===== src/hw/rtl/owbm_pkg.sv =====
package owbm_pkg;

  // operation codes of an input item
  localparam logic [1:0] OP_TICK  = 2'd0;
  localparam logic [1:0] OP_RESET = 2'd1;
  localparam logic [1:0] OP_WRITE = 2'd2;
  localparam logic [1:0] OP_READ  = 2'd3;

  // sequencer phases
  localparam logic [2:0] PH_IDLE     = 3'd0;
  localparam logic [2:0] PH_RST_LOW  = 3'd1;
  localparam logic [2:0] PH_RST_WAIT = 3'd2;
  localparam logic [2:0] PH_RST_TAIL = 3'd3;
  localparam logic [2:0] PH_SLOT     = 3'd4;

  // configuration register indexes
  localparam logic [2:0] REG_RESET_LOW       = 3'd0;
  localparam logic [2:0] REG_PRESENCE_SAMPLE = 3'd1;
  localparam logic [2:0] REG_RESET_TAIL      = 3'd2;
  localparam logic [2:0] REG_SHORT_LOW       = 3'd3;
  localparam logic [2:0] REG_LONG_LOW        = 3'd4;
  localparam logic [2:0] REG_READ_SAMPLE     = 3'd5;
  localparam logic [2:0] REG_SLOT_LENGTH     = 3'd6;

  localparam int unsigned CFG_IDX_W  = 3;
  localparam int unsigned CFG_DATA_W = 10;

  // power-up timing values in microseconds
  localparam logic [9:0] RST_RESET_LOW       = 10'd480;
  localparam logic [9:0] RST_PRESENCE_SAMPLE = 10'd70;
  localparam logic [9:0] RST_RESET_TAIL      = 10'd410;
  localparam logic [7:0] RST_SHORT_LOW       = 8'd6;
  localparam logic [7:0] RST_LONG_LOW        = 8'd60;
  localparam logic [7:0] RST_READ_SAMPLE     = 8'd15;
  localparam logic [7:0] RST_SLOT_LENGTH     = 8'd70;

  localparam logic [3:0] BITS_PER_BYTE = 4'd8;

  typedef struct packed {
    logic [1:0] op;
    logic [7:0] data_byte;
    logic       line_level;
  } owbm_in_t;

  typedef struct packed {
    logic       drive_low;
    logic       busy_res;
    logic       done_res;
    logic       presence;
    logic [7:0] read_data;
    logic       rejected;
  } owbm_out_t;

  typedef struct packed {
    logic [9:0] reset_low_us;
    logic [9:0] presence_sample_us;
    logic [9:0] reset_tail_us;
    logic [7:0] short_low_us;
    logic [7:0] long_low_us;
    logic [7:0] read_sample_us;
    logic [7:0] slot_length_us;
  } owbm_cfg_t;

endpackage


===== src/hw/rtl/owbm_cfg.sv =====
module owbm_cfg (
  input  logic                                 clk,
  input  logic                                 rst_n,
  input  logic                                 wr_en,
  input  logic [owbm_pkg::CFG_IDX_W-1:0]       wr_index,
  input  logic [owbm_pkg::CFG_DATA_W-1:0]      wr_data,
  output owbm_pkg::owbm_cfg_t                  cfg
);
  import owbm_pkg::*;

  owbm_cfg_t cfg_r;

  always_ff @(posedge clk) begin
    if (!rst_n) begin
      cfg_r.reset_low_us       <= RST_RESET_LOW;
      cfg_r.presence_sample_us <= RST_PRESENCE_SAMPLE;
      cfg_r.reset_tail_us      <= RST_RESET_TAIL;
      cfg_r.short_low_us       <= RST_SHORT_LOW;
      cfg_r.long_low_us        <= RST_LONG_LOW;
      cfg_r.read_sample_us     <= RST_READ_SAMPLE;
      cfg_r.slot_length_us     <= RST_SLOT_LENGTH;
    end else if (wr_en) begin
      unique case (wr_index)
        REG_RESET_LOW:       cfg_r.reset_low_us       <= wr_data;
        REG_PRESENCE_SAMPLE: cfg_r.presence_sample_us <= wr_data;
        REG_RESET_TAIL:      cfg_r.reset_tail_us      <= wr_data;
        REG_SHORT_LOW:       cfg_r.short_low_us       <= wr_data[7:0];
        REG_LONG_LOW:        cfg_r.long_low_us        <= wr_data[7:0];
        REG_READ_SAMPLE:     cfg_r.read_sample_us     <= wr_data[7:0];
        REG_SLOT_LENGTH:     cfg_r.slot_length_us     <= wr_data[7:0];
        default: ;
      endcase
    end
  end

  assign cfg = cfg_r;

endmodule


===== src/hw/rtl/owbm_core.sv =====
module owbm_core #(
  parameter int unsigned COUNT_WIDTH = 10
) (
  input  logic                 clk,
  input  logic                 rst_n,
  input  logic                 step_en,
  input  owbm_pkg::owbm_in_t   item,
  input  owbm_pkg::owbm_cfg_t  cfg,
  output owbm_pkg::owbm_out_t  result
);
  import owbm_pkg::*;

  localparam int unsigned CMP_W = (COUNT_WIDTH > 10) ? COUNT_WIDTH : 10;
  localparam logic [COUNT_WIDTH-1:0] CNT_MAX = {COUNT_WIDTH{1'b1}};

  logic [2:0]             phase_r, phase_nxt;
  logic [COUNT_WIDTH-1:0] cnt_r, cnt_nxt;
  logic [3:0]             bits_r, bits_nxt;
  logic [7:0]             shift_r, shift_nxt;
  logic                   reading_r, reading_nxt;
  logic                   presence_r, presence_nxt;
  logic                   drive_r, drive_nxt;
  logic [7:0]             rdval_r, rdval_nxt;
  logic                   done;
  logic                   rej;

  logic [COUNT_WIDTH-1:0] cnt_inc;
  logic [CMP_W-1:0]       cnt_ext;
  logic                   cnt_sat;
  logic [7:0]             low_len;
  logic                   slot_end;
  logic [7:0]             shift_smp;
  logic [3:0]             bits_dec;

  assign cnt_inc  = (cnt_r == CNT_MAX) ? cnt_r : cnt_r + 1'b1;
  assign cnt_ext  = CMP_W'(cnt_inc);
  assign cnt_sat  = (cnt_inc == CNT_MAX);
  assign low_len  = (reading_r || shift_r[0]) ? cfg.short_low_us : cfg.long_low_us;
  assign slot_end = (cnt_ext >= CMP_W'(cfg.slot_length_us)) || cnt_sat;
  assign bits_dec = bits_r - 4'd1;

  always_comb begin
    phase_nxt    = phase_r;
    cnt_nxt      = cnt_r;
    bits_nxt     = bits_r;
    shift_nxt    = shift_r;
    reading_nxt  = reading_r;
    presence_nxt = presence_r;
    drive_nxt    = drive_r;
    rdval_nxt    = rdval_r;
    done         = 1'b0;
    rej          = 1'b0;
    shift_smp    = shift_r;

    if (item.op == OP_TICK) begin
      if (phase_r == PH_IDLE) begin
        drive_nxt = 1'b0;
      end else begin
        cnt_nxt = cnt_inc;
        unique case (phase_r)
          PH_RST_LOW: begin
            if ((cnt_ext >= CMP_W'(cfg.reset_low_us)) || cnt_sat) begin
              drive_nxt = 1'b0;
              cnt_nxt   = '0;
              phase_nxt = PH_RST_WAIT;
            end
          end
          PH_RST_WAIT: begin
            if ((cnt_ext >= CMP_W'(cfg.presence_sample_us)) || cnt_sat) begin
              presence_nxt = ~item.line_level;
              cnt_nxt      = '0;
              phase_nxt    = PH_RST_TAIL;
            end
          end
          PH_RST_TAIL: begin
            if ((cnt_ext >= CMP_W'(cfg.reset_tail_us)) || cnt_sat) begin
              phase_nxt = PH_IDLE;
              cnt_nxt   = '0;
              done      = 1'b1;
            end
          end
          default: begin
            drive_nxt = (cnt_ext < CMP_W'(low_len));
            // late sample point falls back to the slot end
            if (reading_r && ((cnt_ext == CMP_W'(cfg.read_sample_us)) ||
                (slot_end && (CMP_W'(cfg.read_sample_us) > cnt_ext)))) begin
              shift_smp = {item.line_level, shift_r[7:1]};
            end
            shift_nxt = shift_smp;
            if (slot_end) begin
              if (!reading_r) shift_nxt = {1'b0, shift_r[7:1]};
              bits_nxt = bits_dec;
              cnt_nxt  = '0;
              if (bits_dec == 4'd0) begin
                phase_nxt = PH_IDLE;
                drive_nxt = 1'b0;
                done      = 1'b1;
                if (reading_r) rdval_nxt = shift_smp;
              end else begin
                drive_nxt = 1'b1;
              end
            end
          end
        endcase
      end
    end else if (phase_r != PH_IDLE) begin
      rej = 1'b1;
    end else begin
      cnt_nxt   = '0;
      drive_nxt = 1'b1;
      if (item.op == OP_RESET) begin
        phase_nxt = PH_RST_LOW;
      end else begin
        phase_nxt   = PH_SLOT;
        bits_nxt    = BITS_PER_BYTE;
        reading_nxt = (item.op == OP_READ);
        shift_nxt   = (item.op == OP_WRITE) ? item.data_byte : 8'd0;
      end
    end
  end

  always_ff @(posedge clk) begin
    if (!rst_n) begin
      phase_r    <= PH_IDLE;
      cnt_r      <= '0;
      bits_r     <= '0;
      shift_r    <= '0;
      reading_r  <= 1'b0;
      presence_r <= 1'b0;
      drive_r    <= 1'b0;
      rdval_r    <= '0;
    end else if (step_en) begin
      phase_r    <= phase_nxt;
      cnt_r      <= cnt_nxt;
      bits_r     <= bits_nxt;
      shift_r    <= shift_nxt;
      reading_r  <= reading_nxt;
      presence_r <= presence_nxt;
      drive_r    <= drive_nxt;
      rdval_r    <= rdval_nxt;
    end
  end

  assign result.drive_low = drive_nxt;
  assign result.busy_res  = (phase_nxt != PH_IDLE);
  assign result.done_res  = done;
  assign result.presence  = presence_nxt;
  assign result.read_data = rdval_nxt;
  assign result.rejected  = rej;

  a_idle_released: assert property (@(posedge clk) disable iff (!rst_n)
    (phase_r == PH_IDLE) |-> !drive_r)
    else $error("bus driven low while idle");

  a_slot_bits: assert property (@(posedge clk) disable iff (!rst_n)
    (phase_r == PH_SLOT) |-> ((bits_r != 4'd0) && (bits_r <= BITS_PER_BYTE)))
    else $error("bit count out of range in a slot");

  a_reject_keeps: assert property (@(posedge clk) disable iff (!rst_n)
    (step_en && rej) |=> ((phase_r == $past(phase_r)) && (cnt_r == $past(cnt_r))))
    else $error("rejected command changed state");

  a_done_idle: assert property (@(posedge clk) disable iff (!rst_n)
    (step_en && done) |=> (phase_r == PH_IDLE))
    else $error("finished operation did not return to idle");

endmodule


===== src/hw/rtl/one_wire_bus_master.sv =====
// 1-wire bus master at standard speed, paced by microsecond tick items.
// every accepted item gives exactly one result: a
// command (reset with presence detect, byte write, byte read, lsb first)
// starts an operation, a tick advances it by one microsecond, and the result
// carries the pin drive wanted for the coming microsecond plus busy, done,
// presence, last read byte and a reject flag for a command given while busy.
// throughput is one item per clock while the result side does not stall; an
// item passes from the input register through the sequencer update into
// the result register. timing registers are written through
// the cfg port, which is always ready; write them only while no operation
// is in flight and no result is pending.
module one_wire_bus_master #(
  parameter int unsigned COUNT_WIDTH = 10
) (
  input  logic                              clk,
  input  logic                              rst_n,
  // item input
  input  logic                              in_valid,
  output logic                              in_stall,
  input  owbm_pkg::owbm_in_t                in_data,
  // result output
  output logic                              out_valid,
  input  logic                              out_stall,
  output owbm_pkg::owbm_out_t               out_data,
  // register writes
  input  logic                              cfg_valid,
  output logic                              cfg_ready,
  input  logic [owbm_pkg::CFG_IDX_W-1:0]    cfg_index,
  input  logic [owbm_pkg::CFG_DATA_W-1:0]   cfg_data
);
  import owbm_pkg::*;

  owbm_cfg_t cfg;
  owbm_out_t result;

  // input register
  logic     in_valid_r;
  owbm_in_t in_data_r;
  // result register
  logic      out_valid_r;
  owbm_out_t out_data_r;

  logic out_free;
  logic step;
  logic in_xfer;

  // result slot is free when empty or being drained this cycle
  assign out_free = !out_valid_r || !out_stall;
  // sequencer steps on the held item when its result can be stored
  assign step     = in_valid_r && out_free;
  // input register can take a new item when empty or moving on
  assign in_stall = in_valid_r && !out_free;
  assign in_xfer  = in_valid && !in_stall;

  assign cfg_ready = 1'b1;

  owbm_cfg u_cfg (
    .clk      (clk),
    .rst_n    (rst_n),
    .wr_en    (cfg_valid && cfg_ready),
    .wr_index (cfg_index),
    .wr_data  (cfg_data),
    .cfg      (cfg)
  );

  owbm_core #(
    .COUNT_WIDTH (COUNT_WIDTH)
  ) u_core (
    .clk     (clk),
    .rst_n   (rst_n),
    .step_en (step),
    .item    (in_data_r),
    .cfg     (cfg),
    .result  (result)
  );

  always_ff @(posedge clk) begin
    if (!rst_n) begin
      in_valid_r <= 1'b0;
    end else if (in_xfer) begin
      in_valid_r <= 1'b1;
    end else if (step) begin
      in_valid_r <= 1'b0;
    end
  end

  always_ff @(posedge clk) begin
    if (in_xfer) in_data_r <= in_data;
  end

  always_ff @(posedge clk) begin
    if (!rst_n) begin
      out_valid_r <= 1'b0;
    end else if (step) begin
      out_valid_r <= 1'b1;
    end else if (!out_stall) begin
      out_valid_r <= 1'b0;
    end
  end

  always_ff @(posedge clk) begin
    if (step) out_data_r <= result;
  end

  assign out_valid = out_valid_r;
  assign out_data  = out_data_r;

endmodule


===== config.mk =====
export PLATFORM = sky130hd
export DESIGN_NAME = one_wire_bus_master
export DESIGN_NICKNAME = d
export VERILOG_FILES = /design/src/hw/rtl/owbm_pkg.sv /design/src/hw/rtl/owbm_cfg.sv /design/src/hw/rtl/owbm_core.sv /design/src/hw/rtl/one_wire_bus_master.sv
export SDC_FILE = /design/constraint.sdc
export NUM_CORES = 1
export LEC_CHECK = 0
export BUFFER_PORTS_ARGS = -buffer_cell sky130_fd_sc_hd__clkbuf_2
export CAP_MARGIN = 5
export CELL_PAD_IN_SITES_DETAIL_PLACEMENT = 2
export CELL_PAD_IN_SITES_GLOBAL_PLACEMENT = 2
export CORE_ASPECT_RATIO = 0.6
export CORE_MARGIN = 5
export CORE_UTILIZATION = 25
export DETAILED_ROUTE_END_ITERATION = 7
export GPL_TIMING_DRIVEN = 0
export PLACE_DENSITY = 0.62
export SETUP_SLACK_MARGIN = 0.4
export SYNTH_ARGS = -nofsm -noshare
export SYNTH_HDL_FRONTEND = slang
export SYNTH_SLANG_ARGS = --single-unit

===== constraint.sdc =====
create_clock -name clk -period 7.5 [get_ports clk]
set_input_delay 2.25 -clock clk [delete_from_list [all_inputs] [get_ports clk]]
set_output_delay 2.25 -clock clk [all_outputs]
set_load 0.05 [all_outputs]

### Word-level counts from Yosys, hierarchy flattened

Index checks and enable logic that the tools add are counted.

| storage, ports and cells | value |
|---|---|
| register bits after elaboration | 124 |
| input bits | 29 |
| output and inout port bits | 16 |
| logic and storage cells | 158 |

| cells by class | value |
|---|---|
| add/sub/neg operators | 2 |
| magnitude comparators | 6 |
| equal/unequal tests | 21 |
| muxes and demuxes | 61 |
| bitwise operators | 4 |
| reduce and logical (&&, ||, !) cells | 38 |

Operators by type and width:

| cell | number |
|---|---|
| 8-bit two-way mux | 16 |
| 10-bit two-way mux | 8 |
| 10-bit greater-or-equal comparator | 3 |
| 10-bit case mux with 3 select lines | 1 |
| 3-bit two-way mux | 9 |
| 4-bit two-way mux | 6 |
| 10-bit == test (second input constant) | 2 |
| 1-bit two-way mux | 18 |
| 2-bit AND reduction | 7 |
| 3-bit by 2-bit == test with 1-bit output (second input constant) | 4 |
| 10-bit by 1-bit adder with 10-bit output (second input constant) | 1 |
| 10-bit by 8-bit == test with 1-bit output | 1 |
| 10-bit by 8-bit greater-or-equal comparator with 1-bit output | 1 |
| 8-bit by 10-bit > comparator with 1-bit output | 1 |
| 10-bit by 8-bit less-than comparator with 1-bit output | 1 |
| 3-bit == test (second input constant) | 3 |
| 3-bit case mux with 3 select lines | 1 |
| 2-bit by 1-bit inequality test with 1-bit output (second input constant) | 4 |
| 1-bit logical OR | 7 |
| 3-bit by 1-bit == test with 1-bit output (second input constant) | 2 |
| 3-bit zero test | 2 |
| 6-bit AND reduction | 1 |
| 3-bit nonzero test | 2 |
| 2-bit OR reduction | 3 |
| 15 further kinds | 28 |

### Depth between registers and ports, before layout

| logic depth | value |
|---|---|
| depth in word-level cells | 14 |
| depth in mapped cells | 17 |
| depth with buffers taken out | 15 |

### Cells and area by module

From an unflattened synthesis, not the netlist that was laid out.

| second synthesis, totals | value |
|---|---|
| cells, all modules | 756 |
| area, all modules | 7048.0 um2 |

Modules (own cells, without submodules):

| module | times used | cells each | area each (um2) | seq. area each (um2) |
|---|---|---|---|---|
| owbm_core | 1 | 491 | 3812.4 | 720.7 |
| owbm_cfg | 1 | 231 | 2419.8 | 1241.2 |
| one_wire_bus_master | 1 | 34 | 815.8 | 760.7 |

### Least setup slack after synthesis

Ideal clock, no wire load.

| timing | value |
|---|---|
| path type | input -> output |
| from | in out_stall |
| to | out in_stall |
| arrival | 2731 ps |
| path slack | 2519 ps |
| stages | 1 |
| path buffers | 0 |
| cells stage by stage | and3_1 |

| between the ends | value |
|---|---|
| cells in the longest elaborated chain, start to end | 4 |

Ends and longest elaborated chain:

| what | RTL line | RTL |
|---|---|---|
| start, declared | one_wire_bus_master.sv:23 | `input logic out_stall,` |
| 1-bit zero test | n/a |  |
| 1-bit logical OR | one_wire_bus_master.sv:48 | `assign out_free = !out_valid_r \|\| !out_stall;` |
| 1-bit zero test | one_wire_bus_master.sv:52 | `assign in_stall = in_valid_r && !out_free;` |
| 1-bit logical AND | one_wire_bus_master.sv:52 |  |
| end, declared | one_wire_bus_master.sv:19 | `output logic in_stall,` |

Every way passes these cells.

==> results.md <==
- Worst Max-Slew Pin Slew: 0.9915 ns
- Synth Register Bits: 124
- CTS tree: done
- CTS resizes: 0
- GRT Overall Usage: 17.22%
- Setup Crit Path Kind: flip-flop to flip-flop
- Critical R2R Capture: out_data[8]
- Min-delay src: u_cfg.cfg[30]
- RR Startpoint: u_core.cnt_r[1]
- Post-Synthesis Cells: about 840
- GR peak layer: met1
- Initial antenna violation count: 0
- Ports: 45
- DP Area: between 0.007 and 0.008 mm^2
- CTS Buffer Depth: 2
- Startpoint types: flip-flop
- Status: finished clean
- Crit path cell chain: ha_1 > buf_4 > nand4_4 > o31ai_1 > and2_1 > inv_1 > ha_1 > nand2b_1 > a2111oi_0 > or3_1 > a211oi_2 > nor2_1 > o21ai_4 > mux2i_1 > o21ai_2
- Overflow after GRT: 0
- Slew HR: 33.65%
- Htree depth: 4
- Tcrit/Tclk final: about 69%
- Vias per cell: 5.077
- 1st-pass router iterations: 5
- Final hold viol count: 0
- GR met3 Demand/Resource: under 10%
- Met1 Track Usage GR: around 28%
- Initial core utilization: roughly 26%
- Mapped Area: between 0.007 and 0.008 mm^2
- DRT Wirelength: 27,100 um
- Slowest cell delay on critical path: around 0.67 ns
- Ys async rst share: 0%
- Vias in the first global route: between 6,000 and 7,000
- Post-CTS Hold Buffers: 0
- Clock Latency Late Sink: roughly 0.44 ns
- VDD IR max: 0.1614 mV
- Sequential area share after synthesis: 38.32%
- Hold Path Class: flip-flop to flip-flop
- Post-DRT Antenna Nets: 0
- Area growth syn-to-layout: 17.70%
- Worst-path clk slew: approximately 0.06 ns
- Via count: about 6,500
- Root buf cell: clkbuf_16
- Skew final: between 0.01 and 0.015 ns
- Routed len/inst: between 20 and 25 um
- Post-synth top area cell: dfxtp_1
- Depth of the most critical reg-to-reg path: 15
- Power density over cell area: between 200 and 250 mW/mm^2
- Synth cell types: slightly above 80
- Synth area leaders: dfxtp_1 (28%), edfxtp_1 (10%), ha_1 (9.2%), nand2_1 (8.3%), a21oi_1 (7.3%)
- # clock sinks: approximately 120
- Largest net degree at the start of global routing: 19
- Post-DP HPWL: 20,690 um
- Finish-stage setup viols: 0
- Hold Path Stages: 2
- Yosys warnings: 0
- Met2 Use GR: between 20% and 30%
- Critical path's slowest cell: o31ai_1
- Cts bufs inserted: 17
- Final total power: 1.707 mW
- Max-Cap Viols: 0
- Avg Synthesized Cell Area: between 8 and 9 um^2
- TNS Setup: 0 ns
- Max frequency: around 190 MHz
- Nets@finish: between 900 and 1,000
- EDFF count, synth: 24
- Period minus WS final: between 5 and 6 ns
- Net Count, Synth: 922
- CP most frequent cell: ha_1
- Iter 0 DRT Violations: 293
- Die X: 227.6 um
- Placer Congestion: 0.7887
- Crit-path leading delay family: compound AO/OA/AOI/OAI gates
- Design Area, Final: 0.008363 mm^2
- CP required: 7.68 ns
- Leak pwr: 3.337 nW
- Core area: 0.02782 mm^2
- Buffer count from post-CTS setup fixing: 0
- Worst Path Buf+Inv: 2
- DRC errors left: 0
- Crit path max fanout: 10
- Arrival time worst endpoint: ~5.4 ns
- R2R Setup Slk: around 2.3 ns
- Ant diodes: 0
- Share of the synthesized area in the top cell type: about 28%
- Die height: approximately 140 um
- Unrepaired setup endpoints after global routing: no
- Fraction of layout cells with a size suffix above 1: a little under an eighth
- Row count: 47
- Die ar.: about 0.032 mm^2
- Worst hold path endpoint: u_cfg.cfg[30]
- Critical path endpoint category: flip-flop
- First-pass GRT wire length: 41,680 um
- Port-buffer cells: 42
- Synth Flop Type: dfxtp_1
- Max-slew violations: 0
## per-stage QoR
stage	hold WS, ns	setup slack (ns)	cells	utilization (%)
2_1_floorplan	0.4325	2.519	841	-
3_3_place_gp	0.4422	2.382	1250	27.95
3_5_place_dp	0.4521	2.346	1250	27.95
4_1_cts	0.4604	2.341	1280	30.07
5_1_grt	0.4770	2.068	1280	30.07
6_report	0.4585	2.301	1280	30.07
## synth_stat cells (4+ instances only)
library cell  count
a21o_1           10
a21oi_1         103
a31oi_1           4
a32o_1            7
and2_1            6
and3_1            7
and4_1            6
buf_2             7
buf_4             5
clkbuf_1         23
dfxtp_1         100
edfxtp_1         24
ha_1             52
inv_1            53
mux2i_1          17
nand2_1         158
nand2b_1         12
nand3_1          35
nand4_1           6
nor2_1           36
nor2b_1           7
nor3_1           12
o2111ai_1         4
o211ai_1         19
o21ai_0          20
o21ai_1          10
or3_1             7
or4_1             8
## where the power goes
part	switching [mW]	leakage [nW]	internal (mW)
sequential	0.0120	1.04	0.699
combinational	0.105	2.01	0.0401
clock	0.320	0.283	0.531
total	0.437	3.34	1.27
## layer usage
layer  wire length (um)  up-vias
met5                  0        -
li1                   -     3142
met2              10580       82
met1              15410     3257
met3                895       17
met4                220        0
## logic make-up after synthesis
family	Yosys count	synth area share (%)
AOI/OAI and AO/OA	229	21.82
xor gates and xnor gates	3	0.3699
adders and majority gates	52	9.156
buffers and inverters	92	5.353
DFF	124	38.32
muxes	19	2.712
other	1	0.05278
and+or+nand+nor	321	22.22
## worst max path at each step
stage	start	end	slack, ns	cells after the start
2_1_floorplan	out_stall	in_stall	2.52	1
3_3_place_gp	out_stall	in_stall	2.38	3
3_5_place_dp	u_core.cnt_r[1]	out_data[8]	2.35	15
4_1_cts	u_core.cnt_r[1]	out_data[8]	2.34	15
5_1_grt	u_core.cnt_r[1]	out_data[8]	2.07	15
6_report	u_core.cnt_r[1]	out_data[8]	2.30	15
## layout by cell type, fill, tap and decap left out, drive strengths merged, types with 5 or more instances in the layout
| cell | n |
|---|---|
| a21boi | 5 |
| a21o | 10 |
| a21oi | 104 |
| a32o | 7 |
| and2 | 6 |
| and3 | 7 |
| and4 | 6 |
| buf | 16 |
| clkbuf | 89 |
| dfxtp | 100 |
| edfxtp | 24 |
| ha | 52 |
| inv | 53 |
| mux2i | 17 |
| nand2 | 159 |
| nand2b | 13 |
| nand3 | 36 |
| nand4 | 7 |
| nor2 | 36 |
| nor2b | 7 |
| nor3 | 13 |
| o211ai | 20 |
| o21ai | 35 |
| or3 | 8 |
| or4 | 8 |
## tightest hold or removal path: cells and delay by family, from the launching register on
kind | cells | cell delay, ns
and+or+nand+nor | 1 | 0.05
AOI/OAI and AO/OA | 1 | 0.05
DFF | 1 | 0.31
## layout make-up
class | instances | area (um^2)
Tap cell | 367 | 459.2
Timing Repair Buffer | 42 | 210.2
Clock buffer | 24 | 503.0
Fill cell | 3197 | 19450
Sequential cell | 124 | 2723
Multi-Input combinational cell | 625 | 4003
Inverter | 53 | 198.9
Clock inverter | 6 | 85.08
Buffer | 39 | 181.4
## flip-flops by register name, indices dropped and copies added (netlist names), 3 cells and up
name and flops:
u_cfg.cfg 62, out_data 13, in_data_r 11, u_core.cnt_r 10
u_core.rdval_r 8, u_core.shift_r 8, u_core.bits_r 4, u_core.phase_r 3
No activity file was read; power rests on OpenSTA's default activity.
